--- config.mk ---
export PLATFORM = sky130hd
export DESIGN_NAME = mfs_ctrl
export DESIGN_NICKNAME = d
export VERILOG_FILES = /design/src/rtl/core/mfs_pkg.sv /design/src/rtl/core/mfs_ctrl.sv
export VERILOG_INCLUDE_DIRS = /design/src /design/src/rtl/core
export SDC_FILE = /design/constraint.sdc
export NUM_CORES = 1
export LEC_CHECK = 0
export BUFFER_PORTS_ARGS = -buffer_cell sky130_fd_sc_hd__buf_2
export CAP_MARGIN = 20
export CORE_MARGIN = 4
export CORE_UTILIZATION = 51
export CTS_CLUSTER_SIZE = 40
export DETAILED_ROUTE_END_ITERATION = 12
export PLACE_DENSITY_LB_ADDON = 0.15
export SKIP_LAST_GASP = 1
export SLEW_MARGIN = 0
export SYNTH_ARGS = -nofsm -noshare
export SYNTH_HDL_FRONTEND = slang
export SYNTH_SLANG_ARGS = --single-unit
--- constraint.sdc ---
create_clock -name clk -period 3.1 [get_ports clk]
set_input_delay 0.155 -clock clk [delete_from_list [all_inputs] [get_ports clk]]
set_output_delay 0.155 -clock clk [all_outputs]
set_load 0.01 [all_outputs]
--- src/rtl/core/max_frequency_stack_top_macros.svh ---
// Assertion macros shared by the frequency stack modules
`ifndef MAX_FREQUENCY_STACK_TOP_MACROS_SVH
`define MAX_FREQUENCY_STACK_TOP_MACROS_SVH
`ifndef SYNTH
// property that holds at every clock while out of reset
`define MFS_ASSERT(lbl, prop, msg) \
    lbl: assert property (@(posedge clk) disable iff (!rst_n) (prop)) else $error(msg);
// antecedent in one cycle implies consequent in the next
`define MFS_ASSERT_NEXT(lbl, ante, cons, msg) \
    lbl: assert property (@(posedge clk) disable iff (!rst_n) (ante) |=> (cons)) else $error(msg);
`else
`define MFS_ASSERT(lbl, prop, msg)
`define MFS_ASSERT_NEXT(lbl, ante, cons, msg)
`endif
`endif

--- src/rtl/core/mfs_pkg.sv ---
// Shared constants, codes and command/status structs of the frequency stack
package mfs_pkg;

    localparam int CAPACITY_DEF = 256;
    localparam int DISTINCT_DEF = 64;
    localparam int VALUE_W      = 32;

    // command codes
    localparam logic CMD_PUSH = 1'b0;
    localparam logic CMD_POP  = 1'b1;

    // result status codes
    typedef logic [1:0] status_t;
    localparam status_t ST_PUSH_OK = 2'd0;
    localparam status_t ST_POP_OK  = 2'd1;
    localparam status_t ST_EMPTY   = 2'd2;
    localparam status_t ST_FULL    = 2'd3;

    // controller to datapath
    typedef struct packed {
        logic    load;
        logic    scan_clr;
        logic    scan_rd;
        logic    scan_cmp;
        logic    cnt_rd;
        logic    push_cnt_wr;
        logic    push_link;
        logic    pop_top_rd;
        logic    pop_ent_rd;
        logic    pop_unlink;
        logic    pop_cnt_wr;
        logic    emit;
        status_t code;
    } mfs_cmd_t;

    // datapath to controller
    typedef struct packed {
        logic full;
        logic empty;
        logic scan_last;
        logic hit;
        logic free_ok;
    } mfs_stat_t;

endpackage

--- src/rtl/core/mfs_ctrl.sv ---
// Controller: sequences the scan, count update and stack linking or unlinking per word
module mfs_ctrl (
    input  logic               clk,
    input  logic               rst_n,
    input  logic               start,
    input  logic               cmd,
    input  mfs_pkg::mfs_stat_t stat,
    output mfs_pkg::mfs_cmd_t  ctl,
    output logic               busy
);
    import mfs_pkg::*;
`include "max_frequency_stack_top_macros.svh"

    typedef enum logic [11:0] {
        S_IDLE    = 12'b000000000001,
        S_SCAN_RD = 12'b000000000010,
        S_SCAN_CM = 12'b000000000100,
        S_DECIDE  = 12'b000000001000,
        S_CNT_RD  = 12'b000000010000,
        S_CNT_WR  = 12'b000000100000,
        S_LINK    = 12'b000001000000,
        S_TOP_RD  = 12'b000010000000,
        S_ENT_RD  = 12'b000100000000,
        S_UNLINK  = 12'b001000000000,
        S_POP_DEC = 12'b010000000000,
        S_DONE    = 12'b100000000000
    } state_t;

    state_t  state_reg, state_next;
    logic    is_pop_reg, is_pop_next;
    status_t code_reg, code_next;

    // next state and commands
    always_comb
    begin
        state_next  = state_reg;
        is_pop_next = is_pop_reg;
        code_next   = code_reg;
        ctl         = '0;
        ctl.code    = code_reg;
        case (state_reg)
            S_IDLE:
            begin
                if (start)
                begin
                    ctl.load    = 1'b1;
                    is_pop_next = (cmd == CMD_POP);
                    if (cmd == CMD_POP)
                    begin
                        if (stat.empty)
                        begin
                            code_next  = ST_EMPTY;
                            state_next = S_DONE;
                        end
                        else
                            state_next = S_TOP_RD;
                    end
                    else if (stat.full)
                    begin
                        code_next  = ST_FULL;
                        state_next = S_DONE;
                    end
                    else
                        state_next = S_SCAN_RD;
                end
            end
            S_SCAN_RD:
            begin
                ctl.scan_rd = 1'b1;
                state_next  = S_SCAN_CM;
            end
            S_SCAN_CM:
            begin
                ctl.scan_cmp = 1'b1;
                state_next   = stat.scan_last ? S_DECIDE : S_SCAN_RD;
            end
            S_DECIDE:
            begin
                if (stat.hit)
                    state_next = S_CNT_RD;
                else if (is_pop_reg)
                begin
                    code_next  = ST_POP_OK;
                    state_next = S_DONE;
                end
                else if (stat.free_ok)
                    state_next = S_CNT_WR;
                else
                begin
                    code_next  = ST_FULL;
                    state_next = S_DONE;
                end
            end
            S_CNT_RD:
            begin
                ctl.cnt_rd = 1'b1;
                state_next = is_pop_reg ? S_POP_DEC : S_CNT_WR;
            end
            S_CNT_WR:
            begin
                ctl.push_cnt_wr = 1'b1;
                state_next      = S_LINK;
            end
            S_LINK:
            begin
                ctl.push_link = 1'b1;
                code_next     = ST_PUSH_OK;
                state_next    = S_DONE;
            end
            S_TOP_RD:
            begin
                ctl.pop_top_rd = 1'b1;
                state_next     = S_ENT_RD;
            end
            S_ENT_RD:
            begin
                ctl.pop_ent_rd = 1'b1;
                state_next     = S_UNLINK;
            end
            S_UNLINK:
            begin
                ctl.pop_unlink = 1'b1;
                ctl.scan_clr   = 1'b1;
                state_next     = S_SCAN_RD;
            end
            S_POP_DEC:
            begin
                ctl.pop_cnt_wr = 1'b1;
                code_next      = ST_POP_OK;
                state_next     = S_DONE;
            end
            S_DONE:
            begin
                ctl.emit   = 1'b1;
                state_next = S_IDLE;
            end
            default:
                state_next = S_IDLE;
        endcase
    end

    // state registers
    always_ff @(posedge clk or negedge rst_n)
    begin
        if (!rst_n)
        begin
            state_reg  <= S_IDLE;
            is_pop_reg <= 1'b0;
            code_reg   <= ST_PUSH_OK;
        end
        else
        begin
            state_reg  <= state_next;
            is_pop_reg <= is_pop_next;
            code_reg   <= code_next;
        end
    end

    assign busy = (state_reg != S_IDLE);

    `MFS_ASSERT_NEXT(a_emit_idle, ctl.emit, !busy, "not idle after result")
    `MFS_ASSERT_NEXT(a_start_busy, start && !busy, busy, "accepted word did not start work")
endmodule

* After elaboration in Yosys (flattened, before gate mapping) *
Index checks and enable logic that the tools add are counted.

storage, ports and cells
  flip-flop bits (word level) = 15
  input port bits = 9
  word-level logic and storage cells = 55

cells by class
  reductions and logical operators = 4
  mux-type cells = 30
  eq/ne operators = 18

operators with widths
  cell                  count
  $pmux 12 s10          1
  $mux 12               7
  $mux 2                7
  $eq 12x1->1 const B   1
  $eq 12x10->1 const B  1
  $eq 12x11->1 const B  1
  $eq 12x12->1 const B  1
  $eq 12x2->1 const B   1
  $eq 12x3->1 const B   1
  $eq 12x4->1 const B   1
  $eq 12x5->1 const B   1
  $eq 12x6->1 const B   1
  $eq 12x7->1 const B   1
  $eq 12x8->1 const B   1
  $eq 12x9->1 const B   1
  $mux 1                12
  $ne 12x1->1 const B   1
  $mux 11               1
  $ne 3x3->1 const B    3
  $pmux 2 s4            1
  $reduce_and 6->1      1
  $mux 4                1
  $ne 2x2->1 const B    2
  $reduce_bool 4->1     1
  2 further kinds       2

* Logic depth before layout (Yosys ltp) *
  depth in word-level cells = 4
  depth in mapped cells = 7
  mapped depth without buffers = 5

* Worst setup path after synthesis *
No wires, ideal clock.

  kind = reg-to-reg
  from = register state_reg[4]
  to = register code_reg[0]
  arrival = 2.056 ns
  stages on the path, launching flop included = 8
  slack = 0.917 ns
  library setup time = 0.128 ns
  data required time = 2.972 ns
  path through = dfrtp_1 -> buf_6 -> or4_4 -> or2_1 -> buf_6 -> o41ai_4 -> o21ai_2 -> mux2_1

between the ends
  cells in the longest elaborated chain, start to end = 3
  elaborated cells between the ends (all ways) = 12
  those cells by class = 9 x eq/ne; 1 x mux; 2 x reduce/logical

RTL lines
  what                                          line             RTL
  start, declared                               mfs_ctrl.sv:29   state_t state_reg, state_next;
  start signal, assigned                        mfs_ctrl.sv:153  state_reg <= state_next;
  $eq 12x4->1 (tied with other cells)           mfs_ctrl.sv:41   case (state_reg)
  $ne 3x3->1 (no line) (tied with other cells)  n/a
  $reduce_and 6->1 (no line)                    n/a
  end signal, assigned                          mfs_ctrl.sv:155  code_reg <= code_next;
  end, declared                                 mfs_ctrl.sv:31   status_t code_reg, code_next;

Several ways; a longest one is shown, not always the timed one.
A chain may end at the register's enable or synchronous reset.

==> impl_metrics.yaml <==
status:
  status: "complete, no violations"
global_route:
  grt_usage_pct: 17.7
  first_global_vias: 775
  grt_pass1_wl_um: 3500
  antenna_found_initial: 0
  grt_max_degree: 16
  grt_overflow_total: 0
timing:
  fmax_ghz: 0.404
  worstMarginPinSlew_ns: 0.485
  rsz0062_at_grt: "false"
  setup_viol: 0
  period_needed_ns: 2.47
  final_hold_viol_count: 0
  whs_ns: 0.0262
  tns_ns: 0
  min_period_over_period_pct: 79.8
  finalMaxSlewViolations: 0
  finClkSkew_ns: 0.00111
  slew_headroom_pct: 67.2
clocking:
  cts_made_buffers: 3
  clockRootBuffer: "clkbuf_4"
  cts-resized-gates: 0
  path_clk_slew_ns: 0.09
  worst_skew_pair.late_latency_ns: 0.28
  postCtsSetupBuffers: 0
  cts_max_path_buffers: 2
  cts_num_sinks: 15
  cts_tree: "built"
  htree_num_levels: 1
synthesis:
  post-synth-top-area-cell: "dfrtp_1"
  syn_avg_cell_area_um2: 9.30
  yosysTopAreaCellShare_pct: 36.2
  synth_cells: 104
  synth.area.top_cells: "dfrtp_1 36%, nand2b_1 3.9%, nor2_1 3.9%, nor4_1 3.2%, nor3b_1 3.1%"
  synth_area_um2: 967
  synth_cell_types: 40
  seq_area_frac_synth_pct: 38.9
  synth.net_count: 113
  ys_seq_elements: 15
  yosys_warnings: 0
die:
  row_count: 15
  start_util_pct: 54.8
  die_h_um: 51.5
  die_width_um: 51.5
  ios: 24
  dieArea_um2: 2660
  core_region_area_um2: 1760
route:
  postRouteAntennaNets: 0
  via_per_inst: 5.77
  drtIter0Drc: 33
  drcViolationCount: 0
  vias: 866
  wl_um: 2120
  first_pass_iters: 4
  wl_per_cell_um: 14.2
critical_path:
  cp_max_fo: 5
  worstPathArrival_ns: 2.32
  max_stage_delay_ns: 0.61
  cp_cell_sequence: "or4_1 -> nor4b_2 -> nand2_1 -> nor3b_1 -> buf_2"
  timing_worst_setup_path_type: "flip-flop to output port"
  crit_required_ns: 2.94
  rr_worst_depth: 5
  critPathCaptureType: "output port"
  slowest_stage: "or4_1"
  worstSetupStartpointType: "flip-flop"
pwr:
  vdd_drop_max_mv: 0.414
  p_leak_uw: 0.000540
  finalPower_uw: 712
  p_per_area_nw_per_um2: 644
layout:
  layout.nets: 135
  area_delta_synth_final_pct: 14.4
  drive_gt1_share_pct: 28.0
  instances_no_fill: 150
  nFillCells: 181
  mostFrequentLayoutCell: "buf_2"
  largest_reg_flops: 12
  final_cell_mix: "23 x buf_2, 14 x dfrtp_1, 10 x nor2_1"
  antennaDiodeCount: 0
  postLayoutCoreUtil_pct: 62.7
placed_design:
  place_hpwl_um: 1690
  dpl.cell_count: 145
  port_buffers: 23
  finalWeightedCongestion: 0.857
worst_hold_path:
  hold_path_class: "primary input to flip-flop"
  hold_depth: 2
job:
  cap_violations: 0
==> per-layer routing <==
metal	vias up	global-route usage, %	wire length [um]
met2	48	29.2	1050
met4	0	2.62	0
met5	-	0	0
li1	419	-	-
met1	399	22.6	853
met3	0	6.30	219
==> kinds of logic after synthesis <==
family	share of synthesized area (%)
AND/OR/NAND/NOR	33.2
multiplexers	4.66
flip-flops	38.9
buffers and inverters	6.21
XOR/XNOR	4.53
AO/OA/AOI/OAI	12.4
==> final cells by class <==
| cell class | instances | area (um2) | share of cell area, % |
|---|---|---|---|
| clock buffer | 3 | 22.5 | 2.04 |
| clock inverter | 1 | 5.00 | 0.452 |
| inverter | 4 | 15.0 | 1.36 |
| multi-input combinational | 78 | 531 | 48.0 |
| sequential | 15 | 377 | 34.0 |
| tap | 25 | 31.3 | 2.83 |
| timing repair buffer | 24 | 125 | 11.3 |
==> synth_stat cells (all sizes together) <==
cell type  number
o22ai           2
a2bb2oi         1
dfrtp          14
a21boi          1
xor2            2
o22a            1
or2             1
xnor2           3
o41ai           1
nand4b          1
o31ai           1
or4             3
nand2           6
nor4            5
clkbuf          3
and3            3
nand2b          6
nor3            5
nor2           10
inv             4
nand3b          1
nand3           1
a21oi           4
nor4b           2
nand4           1
o221ai          1
nor3b           4
dfstp           1
or4b            1
mux2            4
or3             1
buf             4
and2            3
o21ai           3
==> through the flow <==
| step | setup slack, ns | cell area [um2] |
|---|---|---|
| floorplan | 0.917 | 967 |
| global placement | 0.879 | 1070 |
| detailed placement | 0.808 | 1070 |
| CTS | 0.647 | 1110 |
| global route | 0.456 | 1110 |
| finish | 0.627 | 1110 |
==> critical path, delay by kind of cell (launching register included) <==
family | cells | cell delay [ns]
and+or+nand+nor | 4 | 1.45
buffers and inverters | 1 | 0.16
DFF | 1 | 0.42
==> repair_timing <==
action,in CTS,in global routing
setup endpoints to repair,0,0
hold endpoints to repair,14,0
hold buffers,1,0
==> worst paths after layout <==
check                                    startpoint  slack, ns                  endpoint
setup / recovery           state_reg[9]$_DFFE_PN0N_       0.63                    ctl[8]
hold / removal                              stat[3]       0.03  state_reg[7]$_DFFE_PN0N_
setup reg to reg           state_reg[9]$_DFFE_PN0N_       0.80   code_reg[1]$_DFFE_PN0P_
hold reg to reg              is_pop_reg$_DFFE_PN0P_       0.49  state_reg[5]$_DFFE_PN0N_
max in group asynchronous                     rst_n       2.49  state_reg[0]$_DFFE_PN1N_
min in group asynchronous                     rst_n       0.32  state_reg[6]$_DFFE_PN0N_
==> report_power, final <==
part | leakage, uW | switching [uW] | total (uW) | internal, uW
clock network | 0.0000177 | 62.3 | 110 | 47.9
registers | 0.000195 | 49.2 | 282 | 233
logic | 0.000328 | 179 | 320 | 141
total | 0.000540 | 291 | 712 | 422
(Power assumes the default switching activity.)
